[config.mk]
export PLATFORM = sky130hd
export DESIGN_NAME = mai_front_flat
export DESIGN_NICKNAME = d
export VERILOG_FILES = /design/src/design/mai_pkg.sv /design/src/design/mai_in_if.sv /design/src/design/mai_front.sv /design/src/flat_wrapper.sv
export SDC_FILE = /design/constraint.sdc
export NUM_CORES = 1
export LEC_CHECK = 0
export ABC_AREA = 1
export BUFFER_PORTS_ARGS = -buffer_cell sky130_fd_sc_hd__buf_2
export CAP_MARGIN = 15
export CORE_MARGIN = 8
export CORE_UTILIZATION = 58
export CTS_BUF_LIST = sky130_fd_sc_hd__clkbuf_8
export DETAILED_ROUTE_END_ITERATION = 12
export PLACE_DENSITY = 0.94
export SLEW_MARGIN = 20
export SYNTH_ARGS = -nofsm -noshare
export SYNTH_HDL_FRONTEND = slang
export SYNTH_SLANG_ARGS = --single-unit
[constraint.sdc]
create_clock -name i_clk -period 3.2 [get_ports i_clk]
set_input_delay 0.64 -clock i_clk [delete_from_list [all_inputs] [get_ports i_clk]]
set_output_delay 0.64 -clock i_clk [all_outputs]
set_load 0.01 [all_outputs]
[src/design/mai_pkg.sv]
`timescale 1ns / 1ps
// Shared constants, types and helpers of the moving-average indicator bank.
// No dependencies; every other file of the block imports this package.
package mai_pkg;

    // Delay line depths; both must be powers of two (pointers wrap by truncation).
    localparam int LONG_DEPTH  = 1024;
    localparam int SHORT_DEPTH = 128;

    localparam int SAMPLE_W  = 16;
    localparam int COEF_W    = 16;
    localparam int MACD_W    = SAMPLE_W + 1;
    localparam int EMA_SHIFT = 16;
    localparam int EMA_P_W   = (SAMPLE_W + 1) + (COEF_W + 1);

    localparam int LONG_AW     = $clog2(LONG_DEPTH);
    localparam int SHORT_AW    = $clog2(SHORT_DEPTH);
    localparam int LONG_WW     = $clog2(LONG_DEPTH + 1);
    localparam int SHORT_WW    = $clog2(SHORT_DEPTH + 1);
    localparam int LONG_SUM_W  = SAMPLE_W + LONG_AW;
    localparam int SHORT_SUM_W = SAMPLE_W + SHORT_AW;

    localparam int DIV_NUM_W = (LONG_SUM_W > SHORT_SUM_W) ? LONG_SUM_W : SHORT_SUM_W;
    localparam int DIV_DEN_W = (LONG_WW > SHORT_WW) ? LONG_WW : SHORT_WW;
    localparam int DIV_CNT_W = $clog2(DIV_NUM_W + 1);

    localparam int QUEUE_DEPTH = 2;
    localparam int QUEUE_AW    = $clog2(QUEUE_DEPTH);
    localparam int QUEUE_CW    = $clog2(QUEUE_DEPTH + 1);

    // Configuration port
    localparam int CFG_IDX_W    = 3;
    localparam int CFG_DATA_W   = 16;
    localparam int LONG_REG_W   = 11;
    localparam int SHORT_REG_W  = 8;

    localparam int LONG_WIN_RESET  = 1000;
    localparam int SHORT_WIN_RESET = 100;
    localparam int FAST_COEF_RESET = 6554;
    localparam int MID_COEF_RESET  = 5041;
    localparam int SLOW_COEF_RESET = 2427;

    typedef enum logic [CFG_IDX_W-1:0] {
        CFG_LONG_WIN  = 3'd0,
        CFG_SHORT_WIN = 3'd1,
        CFG_FAST_COEF = 3'd2,
        CFG_MID_COEF  = 3'd3,
        CFG_SLOW_COEF = 3'd4
    } t_cfg_idx;

    typedef enum logic [1:0] {
        ST_IDLE,
        ST_SUM,
        ST_DIV,
        ST_OUT
    } t_back_state;

    typedef struct packed {
        logic [LONG_WW-1:0]  long_win;
        logic [SHORT_WW-1:0] short_win;
        logic [COEF_W-1:0]   fast_coef;
        logic [COEF_W-1:0]   mid_coef;
        logic [COEF_W-1:0]   slow_coef;
        logic                long_restart;
        logic                short_restart;
    } t_cfg;

    typedef struct packed {
        logic                 start;
        logic [DIV_NUM_W-1:0] num;
        logic [DIV_DEN_W-1:0] den;
    } t_div_req;

    typedef struct packed {
        logic                busy;
        logic [SAMPLE_W-1:0] quot;
    } t_div_rsp;

    // Zero means a window of one; anything above the line depth saturates.
    function automatic logic [LONG_WW-1:0] clamp_long(input logic [LONG_REG_W-1:0] v);
        logic [LONG_WW-1:0] res;
        if (v == '0) begin
            res = LONG_WW'(1);
        end else if (32'(v) > LONG_DEPTH) begin
            res = LONG_WW'(LONG_DEPTH);
        end else begin
            res = LONG_WW'(v);
        end
        return res;
    endfunction

    function automatic logic [SHORT_WW-1:0] clamp_short(input logic [SHORT_REG_W-1:0] v);
        logic [SHORT_WW-1:0] res;
        if (v == '0) begin
            res = SHORT_WW'(1);
        end else if (32'(v) > SHORT_DEPTH) begin
            res = SHORT_WW'(SHORT_DEPTH);
        end else begin
            res = SHORT_WW'(v);
        end
        return res;
    endfunction

endpackage

[src/design/mai_in_if.sv]
`timescale 1ns / 1ps
// Sample channel of the indicator bank: valid/ready plus one price sample.
// Depends on mai_pkg.
interface mai_in_if import mai_pkg::*; ();
    logic                valid;
    logic                ready;
    logic [SAMPLE_W-1:0] sample;

    modport source (output valid, output sample, input ready);
    modport sink   (input valid, input sample, output ready);
endinterface

[src/design/mai_front.sv]
`timescale 1ns / 1ps
// Front end: takes sample items off the input channel into a short queue.
// Depends on mai_pkg and mai_in_if; feeds mai_back.
module mai_front import mai_pkg::*; (
    input  logic                i_clk,
    input  logic                i_rst_n,
    mai_in_if.sink              s_in,
    output logic                o_valid,
    output logic [SAMPLE_W-1:0] o_sample,
    input  logic                i_pop
);

    logic [SAMPLE_W-1:0] r_data [QUEUE_DEPTH];
    logic [QUEUE_AW-1:0] r_wr_ptr;
    logic [QUEUE_AW-1:0] r_rd_ptr;
    logic [QUEUE_CW-1:0] r_count;

    logic w_push;
    logic w_pop;

    assign s_in.ready = r_count != QUEUE_CW'(QUEUE_DEPTH);
    assign w_push     = s_in.valid && s_in.ready;
    assign w_pop      = i_pop && (r_count != '0);
    assign o_valid    = r_count != '0;
    assign o_sample   = r_data[r_rd_ptr];

    always_ff @(posedge i_clk) begin
        if (!i_rst_n) begin
            r_wr_ptr <= '0;
            r_rd_ptr <= '0;
            r_count  <= '0;
        end else begin
            if (w_push) begin
                r_wr_ptr <= r_wr_ptr + 1'b1;
            end
            if (w_pop) begin
                r_rd_ptr <= r_rd_ptr + 1'b1;
            end
            if (w_push && !w_pop) begin
                r_count <= r_count + 1'b1;
            end else if (w_pop && !w_push) begin
                r_count <= r_count - 1'b1;
            end
        end
    end

    always_ff @(posedge i_clk) begin
        if (w_push) begin
            r_data[r_wr_ptr] <= s_in.sample;
        end
    end

endmodule

[src/flat_wrapper.sv]
// flat-port wrapper written by rule: the top's interface ports become plain ports
module mai_front_flat import mai_pkg::*;
  (i_clk, i_rst_n, o_valid, o_sample, i_pop, s_in_valid, s_in_sample, s_in_ready);
  mai_in_if s_in_i ();
  input  logic i_clk;
  input  logic i_rst_n;
  output logic o_valid;
  output logic [SAMPLE_W-1:0] o_sample;
  input  logic i_pop;
  input wire logic [$bits(s_in_i.valid)-1:0] s_in_valid;
  input wire logic [$bits(s_in_i.sample)-1:0] s_in_sample;
  output wire logic [$bits(s_in_i.ready)-1:0] s_in_ready;
  assign s_in_i.valid = s_in_valid;
  assign s_in_i.sample = s_in_sample;
  assign s_in_ready = s_in_i.ready;
  mai_front u_core (.i_clk(i_clk), .i_rst_n(i_rst_n), .s_in(s_in_i), .o_valid(o_valid), .o_sample(o_sample), .i_pop(i_pop));
endmodule
### Yosys cells after proc, flatten, opt, wreduce, memory -nomap -nowiden

Memories as Yosys holds them, arrays and structs flattened. A register that Yosys moved wholly into a read port is not among the register bits.
Index checks and enable logic that the tools add are counted.

* add/subtract/negate cells: 4
* equal/unequal tests: 1
* muxes and demuxes: 6
* reduce and logical (&&, ||, !) cells: 8

Operators with widths (count)
* logical AND 1 bit: 4
* two-way mux 1 bit: 4
* two-way mux 2 bit: 2
* nonzero test 2 bit: 2
* adder 1 bit (second input constant): 2
* adder 2 x 1 -> 2 bit (second input constant): 1
* zero test 1 bit: 2
* inequality test 2 bit (second input constant): 1
* subtractor 2 x 1 -> 2 bit (second input constant): 1

* flip-flop bits (word level): 4
* bits of input ports: 20
* memories kept: 1
* bits in writable memories: 32

Memories
* u_core.r_data: depth 2, bits a word 16, read ports 1, clocked after Yosys merged registers in 1, wr ports 1, line mai_front.sv:13 `logic [SAMPLE_W-1:0] r_data [QUEUE_DEPTH];`

### Longest topological paths before layout

Gate-level depths: netlist (run 1).

* depth after elaboration: 6
* mapped depth: 11

### Worst setup path after synthesis (run 1)

No wires, ideal clock.

* kind: input to register
* start point: in s_in_valid
* end point: mem u_core.r_data[1][0] (enable)
* arrival time: 1.426 ns
* setup slack: 1.386 ns
* data required time: 2.812 ns
* stages: 2
* cell sequence: nand2_1 nor2_1

* word-level cells in the longest chain between the ends: 3

RTL lines
* start, declared: line flat_wrapper.sv:10 `input wire logic [$bits(s_in_i.valid)-1:0] s_in_valid;`
* logical AND 1 bit: line mai_front.sv:22 `assign w_push = s_in.valid && s_in.ready;`
* two-way mux 1 bit: line mai_front.sv:48 `if (w_push) begin`
* two-way mux 1 bit (implied by the code): line mai_front.sv:49 `r_data[r_wr_ptr] <= s_in.sample;`
* end, declared: line mai_front.sv:13

No other way between the ends.

==> out/qor.csv, run 1 <==
metric;value;unit
ant_nets;0;
gp_congestion;0.672;
min_path_type;reg -> reg;
clkTransAtPathRegs;70;ps
syn_area_per_cell;16.7;sq um
ys_seq_area_share;73.2;%
io_buffer_count;37;
vdd.ir_drop.worst;0.521;mV
slew_viol_final;0;
synth_most_common_cell;edfxtp_1;
r2r_setup_slack;1730;ps
critPathCaptureType;output port;
r2r_start;u_core.r_count[0];
synthesis.nets;108;
synthDistinctLibCells;16;
maxCapViolations;0;
antenna_found_initial;0;
synthCells;87;
track_usage;11.6;%
cts_buffers;5;
fin_util;71.8;%
grt_pass1_vias;836;
drtPass1Iterations;4;
die_w;66;um
synth-edff-count;32;
cts_hold_buf;0;
drt-initial-drc-count;20;
final_cells;163;
syn_to_final_growth;20.4;%
finalCritPeriodShare;62.7;%
antenna-diode-count;0;
startpoint_type;flop;
cellInternalPower;0.940;mW
remaining_drc_errors;0;
htreeDepth;2;
wl_per_cell;14.4;um
rsz0062_at_grt;no;
seqCellArea;0.00106;sq mm
finalSetupViolations;0;
synth_common_cells;edfxtp_1, mux2_4, nand2_1, nor2_1, inv_1;
period_needed;2000;ps
grt_max_degree;17;
hold_start;u_core.r_rd_ptr;
synthTopCellsByArea;edfxtp_1, mux2_4, dfxtp_1, mux2_2, nand2_1;
hpwl;1.82;mm
power_frac_clock;22.4;%
ctsLongestPathBuffers;2;
cts_sinks;37;
drt_wl_total;2.34;mm
post_cts_buffers;0;
maxSlewHeadroom;79.4;%
cts_root_buf;clkbuf_8;
vias_per_cell;4.96;
floorplan.initialDensity;59.6;%
ys_ff_latch;37;
powerDensity;754;mW/mm^2
switching_power;0.377;mW
tightest_slew;307;ps
cts_resized;0;
synth-main-ff-cell;edfxtp_1;
skew;6.78;ps
die_y;66;um
fmax;0.499;GHz
synthArstFlopShare;0;%
path_max_fanout;16;
layout.nets;153;
cp.required;2560;ps
placementRows;18;
multiInputGateArea;328;sq um
insertion_delay;280;ps
drive_above_1_share;48.1;%
grt_pass1_wl;3.73;mm
ioPinCount;38;
worstSetupPathType;reg -> out;
synth_area;0.00145;sq mm
core_area;0.00243;sq mm
critPathArrivalTime;1360;ps
overflow;0;
cts_tree;built;
setup_tns;0;ps
via_count;809;
switching_share;28.6;%
hold_viol;0;
p_seq_share;48.7;%
die_area;0.00436;sq mm
p_leak;0.731;nW
outcome;finished clean;
synth_warnings;0;
yosysTopAreaCell;edfxtp_1;
p_total;1.32;mW
pwr-share-comb;28.9;%
synth.top_cell.area_share;66.3;%
nFillCells;169;
placed_cells;155;
power groups by stage:
stage | registers, mW | logic [mW] | clock network [mW]
4_1_cts | 0.642 | 0.389 | 0.303
2_1_floorplan | 0.645 | 0.280 | 0
3_3_place_gp | 0.645 | 0.370 | 0
3_5_place_dp | 0.652 | 0.388 | 0
5_1_grt | 0.647 | 0.420 | 0.323
6_report | 0.642 | 0.381 | 0.295
sequential cells by signal (all words and copies together), names as in the netlist, named ones only:
name	count
u_core.r_count	2
u_core.r_rd_ptr	1
u_core.r_wr_ptr	1
u_core.r_data	32
logic make-up (layout without fill, tap and decap cells):
kind of cell	after synthesis	count (layout)	share of synthesized area, %
AOI/OAI and AO/OA	4	4	1.55
adders and majority gates	1	1	0.863
buffers and inverters	10	56	4.23
DFF	37	37	73.2
muxes	16	16	15.0
and+or+nand+nor	19	19	5.18
routing by layer:
layer | vias to the layer above | share of wire, % | global-route usage [%]
met5 | - | 0 | 0
met1 | 371 | 35 | 10.4
met3 | 2 | 11 | 6.61
met2 | 35 | 54 | 21.0
li1 | 401 | - | -
met4 | 0 | 0.68 | 4.80
path summary, 6_finish.rpt:
kind | endpoint | cells after the start
max | o_sample[4] | 3
min | u_core.r_rd_ptr | 2
max reg2reg | u_core.r_data[0][9] | 5
min reg2reg | u_core.r_rd_ptr | 2
worst max-delay path, stage by stage, from the launching register on:
cell,delay (ps)
dfxtp_1,300
buf_4,260
mux2_2,380
buf_2,140
layout by cell type (no fill, tap or decap):
cell type,Yosys,routed
inv_2,1,1
inv_1,7,8
clkbuf_8,0,5
buf_4,0,3
buf_2,0,37
edfxtp_1,32,32
ha_1,1,1
o21ai_0,2,2
clkinv_2,0,2
mux2_2,6,6
mux2_4,10,10
nor2_1,8,8
nand2_1,9,9
a21oi_1,1,1
nand4_1,1,1
o21a_1,1,1
nand3_1,1,1
dfxtp_1,5,5
through the flow:
step	hold WS (ps)	area, sq um	worst slack [ps]
2_1_floorplan	467	1450	1390
3_3_place_gp	480	1660	1510
3_5_place_dp	493	1660	1490
4_1_cts	515	1750	1170
5_1_grt	532	1750	1130
6_report	514	1750	1200
layout make-up:
type | count | area share, %
inverter | 8 | 1.72
clock buffer | 5 | 3.94
tap | 30 | 2.15
sequential | 37 | 60.7
timing repair buffer | 40 | 11.9
clock inverter | 3 | 0.788
multi-input combinational | 40 | 18.8
(Power assumes the default switching activity.)
==> inputs of run 2 (changes only) <==
- ABC_AREA: 1 -> 0
- CORE_UTILIZATION: 58 -> 48
- PLACE_DENSITY: 0.94 -> 0.84
- clock period: 3.2 -> 1.6 ns (I/O delays scaled with it)
==> run 2 against run 1 <==
Synthesized area is 3.9% lower. Clock-buffer cell count stayed put. Highest routed layer unchanged. Cell count is 6.1% lower. Critical path type unchanged.
==> out/qor.csv, run 2 <==
metric;value;unit
grt_pass1_wl;4.10;mm
finalSetupViolations;0;
min_path_type;in -> reg;
ys_seq_area_share;76.1;%
finalCritPeriodShare;98.1;%
startpoint_type;flop;
muxShareOfSynthArea;12.9;%
layout.nets;142;
hold_start;s_in_sample[14];
powerDensity;1550;mW/mm^2
vias_per_cell;5.15;
synth_area;0.00139;sq mm
via_count;788;
switching_share;27.3;%
synth.top_cell.area_share;68.9;%
floorplan.initialDensity;50.5;%
fin_util;67.2;%
die_y;69.9;um
die_w;69.9;um
final_area;0.00185;sq mm
rr_worst_depth;5;
synthTopCellsByArea;edfxtp_1, mux2_2, dfxtp_1, and2_1, xnor2_1;
clkTransAtPathRegs;70;ps
cp.required;1280;ps
critPathCaptureType;output port;
r2r_setup_slack;80;ps
setup_tns;0;ps
synth_top_family_by_area;multiplexers;
drtPass1Iterations;2;
switching_power;0.786;mW
whs_path_depth;1;
remaining_drc_errors;0;
final_cell_mix;edfxtp_1, buf_2, buf_6;
drive_above_1_share;57.4;%
placementRows;19;
pwr-share-comb;34.1;%
skew;8.38;ps
track_usage;11.3;%
slew_viol_final;0;
drt-initial-drc-count;67;
power_frac_clock;20.5;%
cts_buffers;5;
p_seq_share;45.3;%
synthAdderAreaFrac;0.898;%
min_to;u_core.r_data[1][14];
gp_congestion;0.658;
cellInternalPower;2.09;mW
syn_to_final_growth;32.9;%
critPathArrivalTime;1250;ps
antenna_found_initial;0;
antenna-diode-count;0;
wl_per_cell;16.9;um
grt_pass1_vias;883;
synth-xor-area-share;1.89;%
cts_root_buf;clkbuf_8;
hold_viol;0;
synth_common_cells;edfxtp_1, mux2_2, dfxtp_1, and2_1;
htreeDepth;2;
ioPinCount;38;
die_area;0.00488;sq mm
rsz0062_at_grt;yes;
synthesis.nets;95;
syn_area_per_cell;18.8;sq um
synth-main-ff-cell;edfxtp_1;
maxSlewHeadroom;84.9;%
yosysTopAreaCell;edfxtp_1;
cts_tree;built;
synthCells;74;
grt_max_degree;17;
final_common_cell;edfxtp_1;
largestRegisters;u_core.r_data x32, u_core.r_count x2;
core_area;0.00276;sq mm
dpl-instance-area;0.00164;sq mm
tightest_slew;226;ps
synth-edff-count;32;
synthSimpleGateAreaFrac;4.67;%
r2r_end;u_core.r_count[1];
overflow;0;
p_leak;0.735;nW
post_cts_buffers;0;
outcome;finished clean;
ant_nets;0;
synth_most_common_cell;edfxtp_1;
path_max_fanout;7;
finalWorstSetupSlack;30.3;ps
fmax;0.637;GHz
worstSetupPathType;reg -> out;
insertion_delay;290;ps
nFillCells;206;
largest_register;u_core.r_data;
io_buffer_count;37;
drt_wl_total;2.58;mm
r2r_start;u_core.r_count[0];
cts_sinks;37;
synth_compound_area_share;2.51;%
largest_reg_flops;32;
synth_warnings;0;
ctsLongestPathBuffers;2;
vdd.ir_drop.worst;1.11;mV
ys_ff_latch;37;
maxCapViolations;0;
period_needed;1570;ps
synthDistinctLibCells;19;
synthArstFlopShare;0;%
place_worst_setup_slack;45.6;ps
-- run 2: cell count changes after synthesis, moves of 2 or more --
cell,before,now
nor2_1,8,0
mux2_4,10,0
mux2_2,6,16
nand2_1,9,0
and2_1,0,4
xnor2_1,0,2
buf_2,0,2
inv_1,7,1
-- run 2: worst max path at each step --
stage	slack [ps]	endpoint	cells past startpoint	start
after floorplan	120	u_core.r_count[1]	5	u_core.r_count[0]
after global placement	120	u_core.r_count[1]	5	u_core.r_count[0]
after detailed placement	50	u_core.r_count[1]	6	u_core.r_count[0]
after CTS	3	o_sample[14]	3	flop
after global routing	-20	u_core.r_count[1]	6	u_core.r_count[0]
final	30	o_sample[14]	3	flop
-- run 2: kinds of logic after synthesis --
logic type | Yosys count
fa+ha+maj | 1
compound gates | 5
flops | 37
xor+xnor | 3
mux | 16
simple gates | 9
buf+inv | 3
-- run 2: what timing repair did --
| action | CTS | global route |
|---|---|---|
| hold buffers | 0 | 0 |
| cloned | 1 | 0 |
| gates resized for setup | 7 | 22 |
| setup endpoints to repair | 11 | 16 |
-- run 2: power by group through the flow --
stage / registers [mW] / clock network (mW) / logic [mW]
2_1_floorplan: 1.28 / 0 / 0.509
5_1_grt: 1.32 / 0.667 / 1.07
6_report: 1.31 / 0.592 / 0.982
4_1_cts: 1.29 / 0.616 / 0.835
3_3_place_gp: 1.29 / 0 / 0.757
3_5_place_dp: 1.30 / 0 / 0.781
-- run 2: stage by stage --
stage / power, mW / hold slack (ps) / cells
after floorplan: 1.79 / 419 / 74
final: 2.88 / 218 / 153
after detailed placement: 2.08 / 512 / 144
after CTS: 2.74 / 206 / 153
after global placement: 2.04 / 508 / 144
after global routing: 3.05 / 195 / 153
-- run 2: metal layers --
metal | part of all wire [%] | global-route usage, %
met3 | 8.6 | 7.49
met5 | 0 | 0
met2 | 53 | 19.6
met4 | 2.2 | 6.03
met1 | 37 | 9.39
-- run 2: worst max-delay path, stage by stage (launching register included) --
cell	delay [ps]
dfxtp_4	370
buf_8	140
mux2_2	340
buf_6	120
-- run 2: cell type report --
class | count | area (sq um) | area share [%]
multi-input cells | 34 | 349 | 18.8
flip-flops and latches | 37 | 1070 | 57.6
well taps | 31 | 38.8 | 2.09
clock buffers | 5 | 68.8 | 3.71
inverters | 1 | 3.75 | 0.203
repair buffers | 42 | 313 | 16.9
clock inverters | 3 | 12.5 | 0.675
==> inputs of run 3 (changes only) <==
- clock period: 1.6 -> 1.4 ns (I/O delays scaled with it)
==> run 3 against run 2 <==
The flow now finishes with violations (setup timing). Clock power up 11%. Largest cell class unchanged. Largest power group unchanged. First-iteration DRC count down 43%. Die area unchanged. Cell count up 2.0%. Wire length up 6.8%. Via count up 1.1%. Critical path type unchanged. Sequential share of layout area down 3.5 points. Design area up 6.5%. Global-route usage up 0.80 points. Highest routed layer unchanged.
==> out/qor.csv, run 3 (same netlist as run 2, synthesis figures left out) <==
metric;value;unit
period_needed;1500;ps
startpoint_type;flop;
placementRows;19;
final_cell_mix;edfxtp_1, buf_2, buf_6;
ant_nets;0;
drtPass1Iterations;4;
grt_max_degree;17;
vdd.ir_drop.worst;1.29;mV
violations;setup timing;
largest_reg_flops;32;
maxCapViolations;0;
min_path_type;in -> reg;
final_common_cell;edfxtp_1;
drive_above_1_share;60.8;%
slew_viol_final;0;
die_y;69.9;um
path_max_fanout;5;
insertion_delay;280;ps
rsz0062_at_grt;yes;
skew;6.54;ps
use_met3;5.93;%
powerDensity;1770;mW/mm^2
cts_hold_buf;0;
wl_per_cell;17.7;um
worstSetupPathType;reg -> out;
drt_wl_total;2.76;mm
cts_tree;built;
largestRegisters;u_core.r_data x32, u_core.r_count x2;
r2r_start;u_core.r_count[0];
die_area;0.00488;sq mm
outcome;finished with violations;
finalSetupViolations;17;
grt_pass1_wl;4.53;mm
floorplan.initialDensity;50.5;%
placed_cells;147;
htreeDepth;2;
grt_pass1_vias;940;
switching_power;0.943;mW
tightest_slew;203;ps
fmax;0.666;GHz
r2r_setup_slack;-90;ps
critPathArrivalTime;1220;ps
critPathCaptureType;output port;
via_count;797;
syn_to_final_growth;41.7;%
cp.required;1120;ps
final_cells;156;
pwr-share-comb;38.5;%
grt_use_met2;21.4;%
antenna-diode-count;0;
remaining_drc_errors;0;
ctsLongestPathBuffers;2;
antenna_found_initial;0;
core_area;0.00276;sq mm
overflow;0;
use_met1;11.1;%
finalCritPeriodShare;107;%
switching_share;27.0;%
setup_tns;-1580;ps
whs_path_depth;1;
cts_root_buf;clkbuf_8;
finalWorstSetupSlack;-101;ps
clkTransAtPathRegs;70;ps
cts_buffers;5;
cts_sinks;37;
hold_viol;0;
vias_per_cell;5.11;
die_w;69.9;um
ioPinCount;38;
hold_start;s_in_sample[6];
track_usage;12.1;%
layout.nets;145;
maxSlewHeadroom;86.5;%
busiest_layer;met2;
drt-initial-drc-count;38;
p_leak;0.801;nW
rr_worst_depth;6;
io_buffer_count;37;
p_seq_share;42.8;%
power_frac_clock;18.8;%
largest_register;u_core.r_data;
hpwl;1.86;mm
gp_congestion;0.658;
cellInternalPower;2.55;mW
## run 3: cell count changes in the layout (fill, tap and decap cells not counted), moves of 2 or more
cell    delta
buf_12     +2
buf_2      -4
buf_6      +4
inv_1      +2
mux2_2     -8
mux2_4     +8
## run 3: through the flow
stage / power, mW / worst slack [ps] / util, % / hold slack, ps / cell area (sq um)
global route: 3.68 / -139 / 71.6 / 167 / 1970
floorplan: 2.07 / 7.46 / - / 379 / 1410
finish: 3.49 / -101 / 71.6 / 190 / 1970
detailed placement: 2.48 / -88.4 / 61.7 / 471 / 1700
CTS: 3.53 / -115 / 71.6 / 179 / 1970
global placement: 2.43 / 30.8 / 61.7 / 467 / 1700
## run 3: path summary, 6_finish.rpt
| kind | endpoint |
|---|---|
| hold / removal | u_core.r_data[0][6] |
| setup reg to reg | u_core.r_count[1] |
| hold reg to reg | u_core.r_count[1] |
| setup / recovery | o_sample[10] |
## run 3: per-layer routing
metal / share of wire [%] / wire length (um) / vias up
met1: 40 / 1090 / 385
met2: 52 / 1450 / 29
met4: 2.0 / 56 / 0
met5: 0 / 0 / -
li1: - / - / 376
met3: 5.9 / 162 / 7
## run 3: cell type report
class,instances,area [sq um]
sequential,37,1070
multi-input combinational,34,399
clock inverter,3,11.3
timing repair buffer,45,385
tap,31,38.8
fill,193,783
inverter,1,3.75
clock buffer,5,68.8
## run 3: what timing repair did
item / in CTS / in global routing
gates resized for setup: 41 / 1
endpoints found under the setup margin: 17 / 20
cloned: 1 / 0
setup buffers: 0 / 0
## run 3: power groups by stage
stage	registers (mW)	logic (mW)	clock network, mW
2_1_floorplan	1.47	0.607	0
3_3_place_gp	1.47	0.960	0
3_5_place_dp	1.49	0.991	0
4_1_cts	1.50	1.35	0.684
5_1_grt	1.51	1.44	0.732
6_report	1.49	1.34	0.655
## run 3: critical path, cell delays in order, from the launching register on
cell and delay [ps]:
dfxtp_4 370, buf_6 140, mux2_4 310, buf_6 120
